### src/status_light_pattern_player_defines.svh
// Assertion macros for the status light pattern player.
// Used by the datapath; expects clk and rst_n in scope.
`ifndef STATUS_LIGHT_PATTERN_PLAYER_DEFINES_SVH
`define STATUS_LIGHT_PATTERN_PLAYER_DEFINES_SVH

// Same-cycle implication, checked outside reset.
`define SLPP_ASSERT_NOW(label, ante, cons, msg) \
  label: assert property (@(posedge clk) disable iff (!rst_n) (ante) |-> (cons)) \
    else $error(msg);

// Next-cycle implication, checked outside reset.
`define SLPP_ASSERT_NEXT(label, ante, cons, msg) \
  label: assert property (@(posedge clk) disable iff (!rst_n) (ante) |=> (cons)) \
    else $error(msg);

`endif

### src/slpp_pkg.sv
// Shared types, constants and the mood pattern table.
// No dependencies.
`default_nettype none

package slpp_pkg;

  localparam int DIM_FRAC_BITS   = 16;
  localparam int SCALE_FRAC_BITS = 16;
  localparam int DIM_W           = DIM_FRAC_BITS + 1;
  localparam int SCALE_W         = SCALE_FRAC_BITS + 1;
  localparam int P1_W            = SCALE_W + DIM_W;
  localparam int P2_W            = P1_W + 8;
  localparam int SH              = SCALE_FRAC_BITS + DIM_FRAC_BITS;
  localparam int Q_W             = P2_W - SH;
  localparam int PER_W           = 12;

  localparam logic [3:0]         MOOD_NONE   = 4'd11;
  localparam logic [2:0]         MEMBER_DARK = 3'd7;
  localparam logic [SCALE_W-1:0] SCALE_ONE   = SCALE_W'(65536);
  localparam logic [DIM_W-1:0]   DIM_ONE     = DIM_W'(1) << DIM_FRAC_BITS;

  typedef enum logic [2:0] {PAT_OFF, PAT_STEADY, PAT_BLINK, PAT_ALT, PAT_SWEEP} kind_t;

  typedef enum logic [2:0] {
    OP_ENTER  = 3'd0,
    OP_FORGET = 3'd1,
    OP_STEP   = 3'd2,
    OP_SENT   = 3'd3,
    OP_FAILED = 3'd4
  } op_t;

  typedef enum logic [1:0] {LAMP_FRONT, LAMP_BACK, LAMP_HOLO, LAMP_LOGIC} lamp_t;

  typedef logic [2:0][7:0] color_t;   // [0] red, [1] green, [2] blue
  typedef color_t [5:0]    members_t;

  typedef struct packed {
    kind_t              kind;
    logic [2:0]         n;
    logic [PER_W-1:0]   period;
    logic [PER_W-1:0]   phase;
    logic [SCALE_W-1:0] scale;
    members_t           v;
  } pat_t;

  // controller -> datapath
  typedef struct packed {
    logic       load;
    logic       apply;
    logic       prep;
    logic       mod_init;
    logic       mod_step;
    logic       pick;
    logic       mul1;
    logic       mul2;
    logic       rnd;
    logic       emit;
    lamp_t      lamp;
    logic [4:0] bit_idx;
    logic [2:0] chan;
  } cmd_t;

  // datapath -> controller
  typedef struct packed {
    logic is_step;
    logic skip;
    logic need_mod;
    logic suppress;
    logic out_free;
  } stat_t;

  localparam color_t C_NEU = {8'd255, 8'd0,   8'd0};
  localparam color_t C_ENG = {8'd255, 8'd255, 8'd0};
  localparam color_t C_SUC = {8'd0,   8'd255, 8'd0};
  localparam color_t C_PEN = {8'd0,   8'd255, 8'd255};
  localparam color_t C_DAN = {8'd0,   8'd0,   8'd255};

  function automatic color_t mono(input logic [7:0] x);
    return {8'd0, 8'd0, x};
  endfunction

  function automatic members_t one(input color_t c);
    return {120'd0, c};
  endfunction

  function automatic pat_t mk(input kind_t k, input logic [2:0] n,
                              input logic [PER_W-1:0] per, input logic [PER_W-1:0] ph,
                              input logic [SCALE_W-1:0] sc, input members_t v);
    pat_t p;
    p.kind   = k;
    p.n      = n;
    p.period = per;
    p.phase  = ph;
    p.scale  = sc;
    p.v      = v;
    return p;
  endfunction

  function automatic members_t breath();
    return {mono(8'd64), mono(8'd160), mono(8'd255), mono(8'd160), mono(8'd64),
            mono(8'd16)};
  endfunction

  function automatic pat_t mood_pat(input logic [3:0] mood, input lamp_t lamp);
    pat_t f, b, h, l, absent;
    absent = mk(PAT_OFF, 3'd0, '0, '0, SCALE_ONE, '0);
    f = absent;
    b = absent;
    h = absent;
    l = absent;
    case (mood)
      4'd0: begin
        f = mk(PAT_STEADY, 3'd1, '0, '0, SCALE_ONE, one(C_NEU));
        b = f;
      end
      4'd1: begin
        f = mk(PAT_SWEEP, 3'd3, 12'd450, '0, SCALE_ONE, {72'd0, C_SUC, C_ENG, C_NEU});
        b = mk(PAT_STEADY, 3'd1, '0, '0, SCALE_ONE, one(C_NEU));
        h = mk(PAT_SWEEP, 3'd3, 12'd450, '0, SCALE_ONE,
               {72'd0, mono(8'd255), mono(8'd96), mono(8'd16)});
        l = mk(PAT_STEADY, 3'd1, '0, '0, SCALE_ONE, one(mono(8'd255)));
      end
      4'd2: begin
        f = mk(PAT_STEADY, 3'd1, '0, '0, SCALE_ONE, one(C_ENG));
        b = f;
        h = mk(PAT_SWEEP, 3'd6, 12'd2200, '0, SCALE_ONE, breath());
        l = mk(PAT_BLINK, 3'd1, 12'd900, '0, SCALE_ONE, one(mono(8'd255)));
      end
      4'd3: begin
        f = mk(PAT_ALT, 3'd2, 12'd900, '0, SCALE_ONE, {96'd0, C_NEU, C_ENG});
        b = mk(PAT_ALT, 3'd2, 12'd900, 12'd450, SCALE_ONE, {96'd0, C_NEU, C_ENG});
        h = mk(PAT_SWEEP, 3'd6, 12'd1200, '0, SCALE_ONE, breath());
        l = mk(PAT_BLINK, 3'd1, 12'd450, '0, SCALE_ONE, one(mono(8'd255)));
      end
      4'd4: begin
        f = mk(PAT_STEADY, 3'd1, '0, '0, SCALE_ONE, one(C_ENG));
        b = f;
        h = mk(PAT_STEADY, 3'd1, '0, '0, SCALE_ONE, one(mono(8'd255)));
        l = h;
      end
      4'd5: begin
        f = mk(PAT_BLINK, 3'd1, 12'd2400, '0, SCALE_ONE, one(C_PEN));
        b = f;
      end
      4'd6: begin
        f = mk(PAT_BLINK, 3'd1, 12'd250, '0, SCALE_ONE, one(C_DAN));
        b = f;
      end
      4'd7: begin
        f = mk(PAT_BLINK, 3'd1, 12'd1200, '0, SCALE_ONE, one(C_PEN));
        b = f;
      end
      4'd8: begin
        f = mk(PAT_BLINK, 3'd1, 12'd1000, '0, SCALE_ONE, one(C_DAN));
        b = f;
      end
      4'd9: begin
        f = mk(PAT_BLINK, 3'd1, 12'd3000, '0, SCALE_ONE, one(C_NEU));
        b = mk(PAT_STEADY, 3'd1, '0, '0, SCALE_W'(16384), one(C_NEU));
      end
      4'd10: begin
        f = mk(PAT_STEADY, 3'd1, '0, '0, SCALE_W'(13107), one(C_NEU));
        b = f;
      end
      default: begin
        f = absent;
      end
    endcase
    unique case (lamp)
      LAMP_FRONT: return f;
      LAMP_BACK:  return b;
      LAMP_HOLO:  return h;
      LAMP_LOGIC: return l;
      default:    return absent;
    endcase
  endfunction

  function automatic logic dimmable(input logic [3:0] mood);
    return (mood != 4'd6) && (mood != 4'd8);
  endfunction

  // frame slots: 0..2 front RGB, 3 logic, 4..6 back RGB, 7 holo
  function automatic lamp_t chan_lamp(input logic [2:0] chan);
    unique case (chan)
      3'd0, 3'd1, 3'd2: return LAMP_FRONT;
      3'd3:             return LAMP_LOGIC;
      3'd4, 3'd5, 3'd6: return LAMP_BACK;
      default:          return LAMP_HOLO;
    endcase
  endfunction

  function automatic logic [1:0] chan_comp(input logic [2:0] chan);
    return (chan == 3'd3 || chan == 3'd7) ? 2'd0 : chan[1:0];
  endfunction

endpackage

`default_nettype wire

### src/slpp_ctrl.sv
// Sequencer for the status light pattern player.
// Depends on slpp_pkg; drives cmd_t into slpp_dp and reads stat_t back.
`default_nettype none

module slpp_ctrl (
  input  wire logic           clk,
  input  wire logic           rst_n,
  input  wire logic           in_tvalid,
  output logic                in_tready,
  input  wire slpp_pkg::stat_t stat,
  output slpp_pkg::cmd_t      cmd
);

  typedef enum logic [3:0] {
    ST_IDLE, ST_DECODE, ST_LAMP, ST_MOD, ST_PICK,
    ST_MUL1, ST_MUL2, ST_RND, ST_CMP, ST_EMIT
  } state_t;

  state_t              state_r;
  slpp_pkg::lamp_t     lamp_r;
  logic [4:0]          bit_r;
  logic [2:0]          chan_r;

  assign in_tready = (state_r == ST_IDLE);

  always_ff @(posedge clk) begin
    if (!rst_n) begin
      state_r <= ST_IDLE;
      lamp_r  <= slpp_pkg::LAMP_FRONT;
      bit_r   <= '0;
      chan_r  <= '0;
    end else begin
      unique case (state_r)
        ST_IDLE: begin
          if (in_tvalid) state_r <= ST_DECODE;
        end
        ST_DECODE: begin
          lamp_r <= slpp_pkg::LAMP_FRONT;
          if (!stat.is_step || stat.skip) state_r <= ST_IDLE;
          else                            state_r <= ST_LAMP;
        end
        ST_LAMP: begin
          bit_r <= 5'd31;
          state_r <= stat.need_mod ? ST_MOD : ST_PICK;
        end
        ST_MOD: begin
          bit_r <= bit_r - 5'd1;
          if (bit_r == 5'd0) state_r <= ST_PICK;
        end
        ST_PICK: begin
          chan_r <= '0;
          if (lamp_r == slpp_pkg::LAMP_LOGIC) begin
            state_r <= ST_MUL1;
          end else begin
            lamp_r  <= slpp_pkg::lamp_t'(lamp_r + 2'd1);
            state_r <= ST_LAMP;
          end
        end
        ST_MUL1: state_r <= ST_MUL2;
        ST_MUL2: state_r <= ST_RND;
        ST_RND: begin
          chan_r  <= chan_r + 3'd1;
          state_r <= (chan_r == 3'd7) ? ST_CMP : ST_MUL1;
        end
        ST_CMP: begin
          state_r <= stat.suppress ? ST_IDLE : ST_EMIT;
        end
        ST_EMIT: begin
          if (stat.out_free) state_r <= ST_IDLE;
        end
        default: state_r <= ST_IDLE;
      endcase
    end
  end

  always_comb begin
    cmd          = '0;
    cmd.lamp     = lamp_r;
    cmd.bit_idx  = bit_r;
    cmd.chan     = chan_r;
    cmd.load     = (state_r == ST_IDLE) && in_tvalid;
    cmd.apply    = (state_r == ST_DECODE);
    cmd.prep     = (state_r == ST_DECODE);
    cmd.mod_init = (state_r == ST_LAMP);
    cmd.mod_step = (state_r == ST_MOD);
    cmd.pick     = (state_r == ST_PICK);
    cmd.mul1     = (state_r == ST_MUL1);
    cmd.mul2     = (state_r == ST_MUL2);
    cmd.rnd      = (state_r == ST_RND);
    cmd.emit     = (state_r == ST_EMIT) && stat.out_free;
  end

endmodule

`default_nettype wire

### src/slpp_dp.sv
// Datapath: mood state, serial modulo, level multiplier, output register.
// Depends on slpp_pkg and status_light_pattern_player_defines.svh.
`default_nettype none
`include "status_light_pattern_player_defines.svh"

module slpp_dp (
  input  wire logic            clk,
  input  wire logic            rst_n,
  input  wire logic            cfg_we,
  input  wire logic [15:0]     cfg_wdata,
  input  wire logic [55:0]     in_tdata,
  input  wire logic [2:0]      in_tuser,
  output logic                 out_tvalid,
  input  wire logic            out_tready,
  output logic [63:0]          out_tdata,
  input  wire slpp_pkg::cmd_t  cmd,
  output slpp_pkg::stat_t      stat
);

  logic [15:0]                     gap_r;
  logic [2:0]                      op_r;
  logic [3:0]                      mood_r;
  logic [31:0]                     now_r;
  logic [slpp_pkg::DIM_W-1:0]      dim_r;
  logic [3:0]                      cur_mood_r;
  logic [31:0]                     entered_r;
  logic [31:0]                     last_wr_r;
  logic                            has_wr_r;
  logic                            owed_r;
  logic [7:0][7:0]                 committed_r;
  logic [7:0][7:0]                 proposed_r;
  logic [7:0][7:0]                 frame_r;
  logic [31:0]                     elapsed_r;
  logic [slpp_pkg::PER_W-1:0]      rem_r;
  logic [3:0][2:0]                 pick_r;
  logic [slpp_pkg::P1_W-1:0]       p1_r;
  logic [slpp_pkg::P2_W-1:0]       p2_r;
  logic                            out_tvalid_r;
  logic [63:0]                     out_tdata_r;

  slpp_pkg::pat_t                  pat_l;
  slpp_pkg::pat_t                  pat_c;
  logic [3:0]                      mood_in;
  logic [slpp_pkg::PER_W:0]        mod_sh;
  logic [slpp_pkg::PER_W:0]        mod_nxt;
  logic [slpp_pkg::PER_W:0]        r2;
  logic [2:0]                      sweep_idx;
  logic [2:0]                      member_nxt;
  logic [2:0]                      member_c;
  logic [7:0]                      v_c;
  logic [slpp_pkg::DIM_W-1:0]      quiet;
  logic [slpp_pkg::Q_W-1:0]        q;
  logic [slpp_pkg::SH-1:0]         frac;
  logic                            inc;
  logic [slpp_pkg::Q_W:0]          q_rnd;
  logic [7:0]                      level;

  assign mood_in = (in_tdata[3:0] > slpp_pkg::MOOD_NONE) ? slpp_pkg::MOOD_NONE
                                                         : in_tdata[3:0];
  assign pat_l   = slpp_pkg::mood_pat(cur_mood_r, cmd.lamp);
  assign pat_c   = slpp_pkg::mood_pat(cur_mood_r, slpp_pkg::chan_lamp(cmd.chan));
  assign quiet   = slpp_pkg::dimmable(cur_mood_r) ? dim_r : slpp_pkg::DIM_ONE;

  // one restoring step of elapsed mod period
  always_comb begin
    mod_sh  = {rem_r, elapsed_r[cmd.bit_idx]};
    mod_nxt = (mod_sh >= {1'b0, pat_l.period}) ? mod_sh - {1'b0, pat_l.period} : mod_sh;
  end

  always_comb begin
    sweep_idx = '0;
    for (int k = 1; k < 6; k++) begin
      if (3'(k) < pat_l.n && elapsed_r >= {20'd0, pat_l.period} * 32'(k))
        sweep_idx = sweep_idx + 3'd1;
    end
    r2 = {1'b0, rem_r} + {1'b0, pat_l.phase};
    if (r2 >= {1'b0, pat_l.period}) r2 = r2 - {1'b0, pat_l.period};
    unique case (pat_l.kind)
      slpp_pkg::PAT_STEADY: member_nxt = 3'd0;
      slpp_pkg::PAT_SWEEP:  member_nxt = sweep_idx;
      slpp_pkg::PAT_BLINK:  member_nxt = ({r2, 1'b0} < {2'b0, pat_l.period}) ? 3'd0
                                                       : slpp_pkg::MEMBER_DARK;
      slpp_pkg::PAT_ALT:    member_nxt = ({r2, 1'b0} < {2'b0, pat_l.period}) ? 3'd0 : 3'd1;
      default:              member_nxt = slpp_pkg::MEMBER_DARK;
    endcase
  end

  always_comb begin
    member_c = pick_r[slpp_pkg::chan_lamp(cmd.chan)];
    v_c      = (member_c == slpp_pkg::MEMBER_DARK) ? 8'd0
             : pat_c.v[member_c][slpp_pkg::chan_comp(cmd.chan)];
  end

  // round half to even, saturate at 255
  always_comb begin
    q     = p2_r[slpp_pkg::P2_W-1:slpp_pkg::SH];
    frac  = p2_r[slpp_pkg::SH-1:0];
    inc   = (frac > {1'b1, {(slpp_pkg::SH-1){1'b0}}}) ||
            ((frac == {1'b1, {(slpp_pkg::SH-1){1'b0}}}) && q[0]);
    q_rnd = {1'b0, q} + {{slpp_pkg::Q_W{1'b0}}, inc};
    level = (q_rnd > (slpp_pkg::Q_W+1)'(255)) ? 8'd255 : q_rnd[7:0];
  end

  always_ff @(posedge clk) begin
    if (!rst_n) begin
      gap_r        <= 16'd20;
      cur_mood_r   <= slpp_pkg::MOOD_NONE;
      entered_r    <= '0;
      last_wr_r    <= '0;
      has_wr_r     <= 1'b0;
      owed_r       <= 1'b0;
      committed_r  <= '0;
      proposed_r   <= '0;
      out_tvalid_r <= 1'b0;
    end else begin
      if (cfg_we) gap_r <= cfg_wdata;
      if (cmd.apply) begin
        case (op_r)
          slpp_pkg::OP_ENTER: begin
            if (mood_r != cur_mood_r) begin
              cur_mood_r <= mood_r;
              entered_r  <= now_r;
              owed_r     <= (mood_r != slpp_pkg::MOOD_NONE);
            end
          end
          slpp_pkg::OP_FORGET: owed_r <= (cur_mood_r != slpp_pkg::MOOD_NONE);
          slpp_pkg::OP_SENT: begin
            committed_r <= proposed_r;
            last_wr_r   <= now_r;
            has_wr_r    <= 1'b1;
            owed_r      <= 1'b0;
          end
          slpp_pkg::OP_FAILED: begin
            last_wr_r <= now_r;
            has_wr_r  <= 1'b1;
            owed_r    <= 1'b1;
          end
          default: ;
        endcase
      end
      if (cmd.emit) begin
        proposed_r   <= frame_r;
        out_tvalid_r <= 1'b1;
      end else if (out_tvalid_r && out_tready) begin
        out_tvalid_r <= 1'b0;
      end
    end
  end

  // payload, no reset
  always_ff @(posedge clk) begin
    if (cmd.load) begin
      op_r   <= in_tuser;
      mood_r <= mood_in;
      now_r  <= in_tdata[35:4];
      dim_r  <= in_tdata[52:36];
    end
    if (cmd.prep)     elapsed_r <= now_r - entered_r;
    if (cmd.mod_init) rem_r <= '0;
    if (cmd.mod_step) rem_r <= mod_nxt[slpp_pkg::PER_W-1:0];
    if (cmd.pick)     pick_r[cmd.lamp] <= member_nxt;
    if (cmd.mul1)     p1_r <= pat_c.scale * quiet;
    if (cmd.mul2)     p2_r <= p1_r * v_c;
    if (cmd.rnd)      frame_r[cmd.chan] <= level;
    if (cmd.emit)     out_tdata_r <= frame_r;
  end

  always_comb begin
    stat.is_step  = (op_r == slpp_pkg::OP_STEP);
    stat.skip     = (cur_mood_r == slpp_pkg::MOOD_NONE) ||
                    (has_wr_r && ((now_r - last_wr_r) < {16'd0, gap_r}));
    stat.need_mod = (pat_l.kind == slpp_pkg::PAT_BLINK) ||
                    (pat_l.kind == slpp_pkg::PAT_ALT);
    stat.suppress = !owed_r && (frame_r == committed_r);
    stat.out_free = !out_tvalid_r || out_tready;
  end

  assign out_tvalid = out_tvalid_r;
  assign out_tdata  = out_tdata_r;

  `SLPP_ASSERT_NOW(a_emit_free, cmd.emit, !out_tvalid_r || out_tready, "emit into full output")
  `SLPP_ASSERT_NEXT(a_emit_valid, cmd.emit, out_tvalid_r && out_tdata_r == proposed_r, "emit lost")
  `SLPP_ASSERT_NOW(a_rem_bound, cmd.mod_step, rem_r < pat_l.period, "remainder out of range")

endmodule

`default_nettype wire

### src/status_light_pattern_player.sv
// Top level of the status light pattern player.
// Depends on slpp_pkg, slpp_ctrl and slpp_dp.
//
// channel | dir | handshake            | payload
// cfg     | in  | cfg_we               | cfg_wdata: min_write_gap_ms
// in      | in  | in_tvalid/in_tready  | in_tuser: operation; in_tdata: mood, now_ms, dim
// out     | out | out_tvalid/out_tready| out_tdata: eight 8-bit light levels
//
// A non-step transaction is only loaded and decoded; a step also takes four lamp
// passes (lamp, pick), plus a serial modulo of elapsed time for each blinking or
// alternating lamp, plus eight channels through the level multiplier (multiply,
// multiply, round), then compare and emit; an unchanged frame skips the emit.
// Reset (rst_n low, synchronous) returns to no mood, gap 20 ms, zero frames.
// A finished frame sits in the output register; the next transaction is
// accepted meanwhile, and only a second frame waits for out_tready.
`default_nettype none

module status_light_pattern_player (
  input  wire logic        clk,
  input  wire logic        rst_n,
  input  wire logic        cfg_we,
  input  wire logic [15:0] cfg_wdata,   // min_write_gap_ms
  input  wire logic        in_tvalid,
  output logic             in_tready,
  input  wire logic [55:0] in_tdata,    // mood[3:0], now_ms[35:4], dim[52:36], zero fill
  input  wire logic [2:0]  in_tuser,    // operation
  output logic             out_tvalid,
  input  wire logic        out_tready,
  output logic [63:0]      out_tdata    // front_red, front_green, front_blue, logic_level,
                                        // back_red, back_green, back_blue, holo_level
);

  slpp_pkg::cmd_t  cmd;
  slpp_pkg::stat_t stat;

  // sequencer: walks lamps, modulo bits and channels
  slpp_ctrl u_ctrl (
    .clk       (clk),
    .rst_n     (rst_n),
    .in_tvalid (in_tvalid),
    .in_tready (in_tready),
    .stat      (stat),
    .cmd       (cmd)
  );

  // state, pattern table lookup, arithmetic and output register
  slpp_dp u_dp (
    .clk        (clk),
    .rst_n      (rst_n),
    .cfg_we     (cfg_we),
    .cfg_wdata  (cfg_wdata),
    .in_tdata   (in_tdata),
    .in_tuser   (in_tuser),
    .out_tvalid (out_tvalid),
    .out_tready (out_tready),
    .out_tdata  (out_tdata),
    .cmd        (cmd),
    .stat       (stat)
  );

endmodule

`default_nettype wire

### config.mk
export PLATFORM = sky130hd
export DESIGN_NAME = status_light_pattern_player
export DESIGN_NICKNAME = d
export VERILOG_FILES = /design/src/slpp_pkg.sv /design/src/slpp_ctrl.sv /design/src/slpp_dp.sv /design/src/status_light_pattern_player.sv
export VERILOG_INCLUDE_DIRS = /design/src /design/src/src
export SDC_FILE = /design/constraint.sdc
export NUM_CORES = 2
export LEC_CHECK = 0
export BUFFER_PORTS_ARGS = -buffer_cell sky130_fd_sc_hd__buf_2
export CAP_MARGIN = 20
export CELL_PAD_IN_SITES_DETAIL_PLACEMENT = 0
export CELL_PAD_IN_SITES_GLOBAL_PLACEMENT = 1
export CORE_MARGIN = 4
export CORE_UTILIZATION = 45
export DETAILED_ROUTE_END_ITERATION = 8
export GPL_TIMING_DRIVEN = 0
export PLACE_DENSITY_LB_ADDON = 0.05
export SYNTH_ARGS = -nofsm -noshare
export SYNTH_HDL_FRONTEND = slang
export SYNTH_HIERARCHICAL = 1
export SYNTH_SLANG_ARGS = --single-unit
### constraint.sdc
create_clock -name clk -period 12.15 [get_ports clk]
set_clock_uncertainty 0.15 [all_clocks]
set_input_delay 1.8225 -clock clk [delete_from_list [all_inputs] [get_ports clk]]
set_output_delay 1.8225 -clock clk [all_outputs]
set_load 0.05 [all_outputs]
; ---- Yosys cells after proc, flatten, opt, wreduce, memory -nomap -nowiden
; Index checks and enable logic that the tools add are counted.
[classes]
reduce_logical = 47
multipliers = 4
add_sub_neg = 13
n_mux = 54
n_lt_le_gt_ge = 25
n_eq_ne = 54
[ops]
columns = operator, count
row1 = one-hot mux 191 bit (10 select lines), 1
row2 = one-hot mux 190 bit (9 select lines), 1
row3 = one-hot mux 191 bit (4 select lines), 2
row4 = one-hot mux 161 bit (4 select lines), 1
row5 = one-hot mux 190 bit (3 select lines), 1
row6 = binary-select mux 24 bit (select 3 bit), 1
row7 = bitwise mux 64 bit, 1
row8 = equality test 64 bit, 1
row9 = greater-or-equal comparator 32 x 14 -> 1 bit, 2
row10 = subtractor 32 bit, 2
row11 = multiplier 34 x 8 -> 42 bit, 1
row12 = one-hot mux 4 bit (10 select lines), 1
row13 = 2-to-1 mux 12 bit, 3
row14 = multiplier 17 x 17 -> 34 bit, 1
row15 = "equality test 32 bit, second input constant", 1
row16 = "equality test 4 x 3 -> 1 bit, second input constant", 8
row17 = greater-or-equal comparator 32 x 12 -> 1 bit, 1
row18 = greater-or-equal comparator 32 x 13 -> 1 bit, 1
row19 = greater-or-equal comparator 32 x 15 -> 1 bit, 1
row20 = "greater-than comparator 32 bit, second input constant", 1
row21 = < comparator 32 x 16 -> 1 bit, 1
row22 = 2-to-1 mux 8 bit, 4
row23 = 2-to-1 mux 3 bit, 9
row24 = greater-or-equal comparator 13 x 12 -> 1 bit, 2
row25 = 65 further kinds, 149
[word_totals]
ff_bits = 545
output_inout_bits = 66

; ---- Depth between registers and ports, before layout
[logic_depth]
word_depth = 17
ltp_mapped = 32
depth_no_buf = 30

; ---- By module
; Netlist, hierarchy kept.
[modules_own_cells]
columns = mod, instances, area_per_inst_um2, seq_area_each_um2, cells_each
row1 = slpp_dp, 1, 40861.7, 13793.2, 4125
row2 = slpp_ctrl, 1, 992.2, 280.3, 127

; ---- Worst setup path before layout
; OpenSTA, ideal clock, no wires.
[synth_timing]
path_kind = flip-flop to flip-flop
start = register u_dp.cur_mood_r[3]
end = register u_dp/p1_r[27] (netlist name) (data pin)
synth_period_minus_slack_ps = 7356
stages_incl_launch_ff = 24
required_time_ps = 11739
arrival_time_ps = 6945
slack_ps = 4794
cell_sequence = dfxtp_1 clkbuf_1 inv_1 clkbuf_1 nor4_1 clkbuf_1 nand2_1 ha_1 fa_1 fa_1 fa_1 fa_1 inv_1 fa_1 ha_1 a21o_1 a21oi_1 o21ai_0 a211oi_1 o21ai_1 a41o_1 a21oi_1 nor3_1 a311o_1
[synth_between]
elab_chain_len = 5
elab_cells_between_ends = 21
classes_between = mul: 1 / eq/ne: 12 / mux: 4 / reduce/logical: 4
[synth_lines]
columns = element, line_no
row1 = "start, declared", slpp_dp.sv:25  ; logic [3:0] cur_mood_r;
row2 = "start signal, assigned", slpp_dp.sv:107  ; cur_mood_r <= slpp_pkg::MOOD_NONE;
row3 = "start signal, assigned", slpp_dp.sv:121  ; cur_mood_r <= mood_r;
row4 = equality test 4 x 2 -> 1 bit (tied with other cells), slpp_pkg.sv:111  ; case (mood)
row5 = OR reduction 2 bit (no line), --
row6 = one-hot mux 191 bit (10 select lines) / one-hot mux 190 bit (9 select lines) (equally long branches), slpp_pkg.sv:111
row7 = one-hot mux 161 bit (4 select lines), slpp_pkg.sv:169  ; unique case (lamp)
row8 = multiplier 17 x 17 -> 34 bit (*), slpp_dp.sv:162  ; if (cmd.mul1) p1_r <= pat_c.scale * quiet;
row9 = "end signal, assigned", slpp_dp.sv:162
row10 = "end, declared", slpp_dp.sv:36  ; logic [slpp_pkg::P1_W-1:0] p1_r;
; Mark *: on every way between the ends. The rest lies on a longest branch, timed or not.
; A chain may end at the register's enable or synchronous reset.

; ---- Worst setup path in the final report
; Same ends and word-level chain as after synthesis.

==> qor.yml <==
gp_congestion: 0.857
die_w_um: 313
crit_path_start_kind: "flop"
synth-edff-count: 316
vdd_drop_max_uv: 102
ys_seq_elements: 545
hold_buffers: 0
hold_end: "u_dp/committed_r[2]"
regToRegEndpoint: "u_dp/p1_r[27]"
grt_max_degree: 57
maxSlewHeadroom: 0.224
drc_errors: 0
cp.arrival_ps: 9730
cts_root_buf: "clkbuf_16"
crit_required_ps: 12380
die_y_um: 313
hold_viol: 0
utilization: 0.508
synthMuxAreaShare: 0.0401
yosys.area_share.adder: 0.259
num_rows: 111
rsz0062_at_grt: "no"
cts_tree: "done"
crit_path_max_fanout: 10
final_cells: 5778
fin_nets: 5254
synth_xor_area_frac: 0.0445
synthTopCellsByCount: "inv_1 (532), ha_1 (407), nand2_1 (399)"
power_density_nw_per_um2: 98.3
p_leak_nw: 19.7
cp-end-kind: "flop"
seq_area_frac_synth: 0.336
vias: 30100
grt_pass1_vias: 29800
synth_cell_types: 90
path_delay_family: "adder cells"
io_pins: 146
worstHoldStart: "u_dp/proposed_r[2]"
worstHoldPathType: "reg -> reg"
grt_pass1_wl_mm: 173
syn_area_um2: 41900
yosysMostFrequentCell: "inv_1"
syn_avg_cell_area_um2: 9.84
dr.pass1.iters: 6
netlist_instances: 4252
yosys_most_used_dff: "edfxtp_1"
drtIter0Drc: 2218
synth_top_family_by_area: "adder cells"
drive_above_1_share: 0.0754
cts.path.max_buffers: 3
hpwl_mm: 86.9
start_util: 0.455
p_clk_frac: 0.461
yosysTopAreaCell: "edfxtp_1"
core-area_um2: 91900
clk_pin_slew_ps: 60
ant_nets: 0
routed_wl_mm: 109
finalSetupViolCount: 0
yosys_warnings: 6
num-fill-cells: 8674
die_area_um2: 98000
final_area_um2: 46700
cpMaxStageDelayCell: "nor2_1"
setup_ws_ps: 2640
synth_compound_area_frac: 0.114
numCtsBuffers: 67
min_period_over_period: 0.782
crit_buf_inv: 6
holdWs_ps: 278
cp_common_cell: "fa_1"
track_usage: 0.226
htreeDepth: 3
antenna_found_initial: 0
grt_overflow: 0
crit_path_max_incr_delay_ps: 850
drv_cap: 0
outcome: "finished, final reports clean"
syn_nets: 5027
crit_type: "reg -> reg"
clock-sinks: 545
finalPower_mw: 4.59
cts_setup_buffers: 0
synth-simple-area-share: 0.145
pwr-share-comb: 0.100
vias_per_cell: 5.21
r2r_start: "u_dp/cur_mood_r[3]"
max_freq_ghz: 0.105
netSwitchingFraction: 0.255
finalMaxSlewViolations: 0
place_area_um2: 44300
power_frac_seq: 0.439
reg2reg_slack_ps: 2640
place_inst: 5653
cts_resized: 0
synth_top_area_frac: 0.227
layout_min_cycle_time_ps: 9510
intPower_mw: 3.42
clk_latency_ps: 650
post-place-ws_ps: 2730
synth_area_leaders: "edfxtp_1 (23%), fa_1 (14%), ha_1 (12%), dfxtp_1 (11%), inv_1 (4.8%)"
r2r_cells: 26
async_flop_share: 0
tightestPinTransition_ps: 1160
hold_path_depth: 2
wl_per_cell_um: 18.9
p_sw_mw: 1.17
port_buffers: 141
finalSetupTns_ps: 0
syn_to_final_growth_pct: 11.6
==> layer usage <==
| metal | global-route usage | up-vias | share of wire |
|---|---|---|---|
| li1 | - | 15000 | - |
| met5 | 0 | - | 0 |
| met3 | 0.0358 | 107 | 0.047 |
| met1 | 0.337 | 14500 | 0.50 |
| met4 | 0.0478 | 0 | 0.018 |
| met2 | 0.348 | 547 | 0.43 |
==> flip-flops by register name, summed over array words and instances (netlist names), 17 cells and up <==
register / flops
u_dp/committed_r: 64
u_dp/dim_r: 17
u_dp/elapsed_r: 32
u_dp/entered_r: 32
u_dp/frame_r: 64
u_dp/last_wr_r: 32
u_dp/now_r: 32
u_dp/out_tdata: 64
u_dp/p1_r: 34
u_dp/p2_r: 42
u_dp/proposed_r: 64
==> layout by cell type (no fill, tap or decap), types with 14 or more instances in the layout <==
| master | instances |
|---|---|
| clkbuf_16 | 69 |
| nor2b_1 | 89 |
| and3_1 | 21 |
| buf_1 | 15 |
| a211oi_1 | 20 |
| nand4_1 | 36 |
| o31ai_1 | 14 |
| and2_1 | 171 |
| ha_1 | 407 |
| nor2_1 | 237 |
| a211o_1 | 14 |
| o21a_1 | 39 |
| fa_1 | 288 |
| o21bai_1 | 22 |
| buf_2 | 156 |
| nor3_1 | 58 |
| nand3_1 | 60 |
| xnor2_1 | 144 |
| nand2_1 | 399 |
| o21ai_0 | 120 |
| clkbuf_1 | 115 |
| a21boi_0 | 25 |
| inv_1 | 532 |
| xor2_1 | 66 |
| nor4_1 | 28 |
| edfxtp_1 | 316 |
| mux2i_1 | 136 |
| o211ai_1 | 27 |
| a21o_1 | 73 |
| dfxtp_1 | 229 |
| a21oi_1 | 278 |
| nand2b_1 | 55 |
==> how the worst max path moves through the flow <==
| stage | start | to | slack [ps] | cells past startpoint |
|---|---|---|---|---|
| 2_1_floorplan | u_dp/cur_mood_r[3] | u_dp/p1_r[27] | 4790 | 23 |
| 3_3_place_gp | u_dp/cur_mood_r[3] | u_dp/p1_r[27] | 2010 | 25 |
| 3_5_place_dp | u_dp/cur_mood_r[3] | u_dp/p1_r[33] | 2730 | 26 |
| 4_1_cts | u_dp/cur_mood_r[3] | u_dp/p1_r[27] | 2700 | 26 |
| 5_1_grt | u_dp/cur_mood_r[3] | u_dp/p1_r[27] | 2170 | 26 |
| 6_report | u_dp/cur_mood_r[3] | u_dp/p1_r[27] | 2640 | 26 |
==> power groups by stage <==
stage	combinational [mW]	sequential (mW)	clock, mW
floorplan	0.324	2.04	0
global placement	0.449	2.05	0
detailed placement	0.453	2.05	0
CTS	0.458	2.01	2.19
global route	0.518	2.02	2.26
finish	0.458	2.01	2.12
==> cell families (layout without fill, tap and decap cells) <==
family                   after synthesis  in the layout
AND/OR/NAND/NOR                     1232           1232
AO/OA/AOI/OAI                        751            751
adder cells (fa/ha/maj)              695            695
buffers and inverters                666            948
flip-flops                           545            545
XOR/XNOR                             211            211
multiplexers                         152            152
other                                  0              1
==> layout make-up <==
| class | instances | area (um2) | share of cell area |
|---|---|---|---|
| multi-input combinational | 3041 | 25300 | 0.542 |
| sequential | 545 | 14100 | 0.301 |
| inverter | 534 | 2000 | 0.0429 |
| clock buffer | 89 | 1850 | 0.0397 |
| tap | 1243 | 1560 | 0.0333 |
| timing repair buffer | 158 | 880 | 0.0188 |
| buffer | 132 | 527 | 0.0113 |
| clock inverter | 35 | 513 | 0.0110 |
| antenna | 1 | 2.50 | 0.0000536 |
==> worst register-to-register path, delay by kind of cell (launching register included) <==
kind	cells	cell delay (ps)
fa+ha+maj	7	2880
compound gates	8	2490
simple gates	5	1770
buf+inv	6	1600
flops	1	350
No activity file was read; power rests on OpenSTA's default activity.
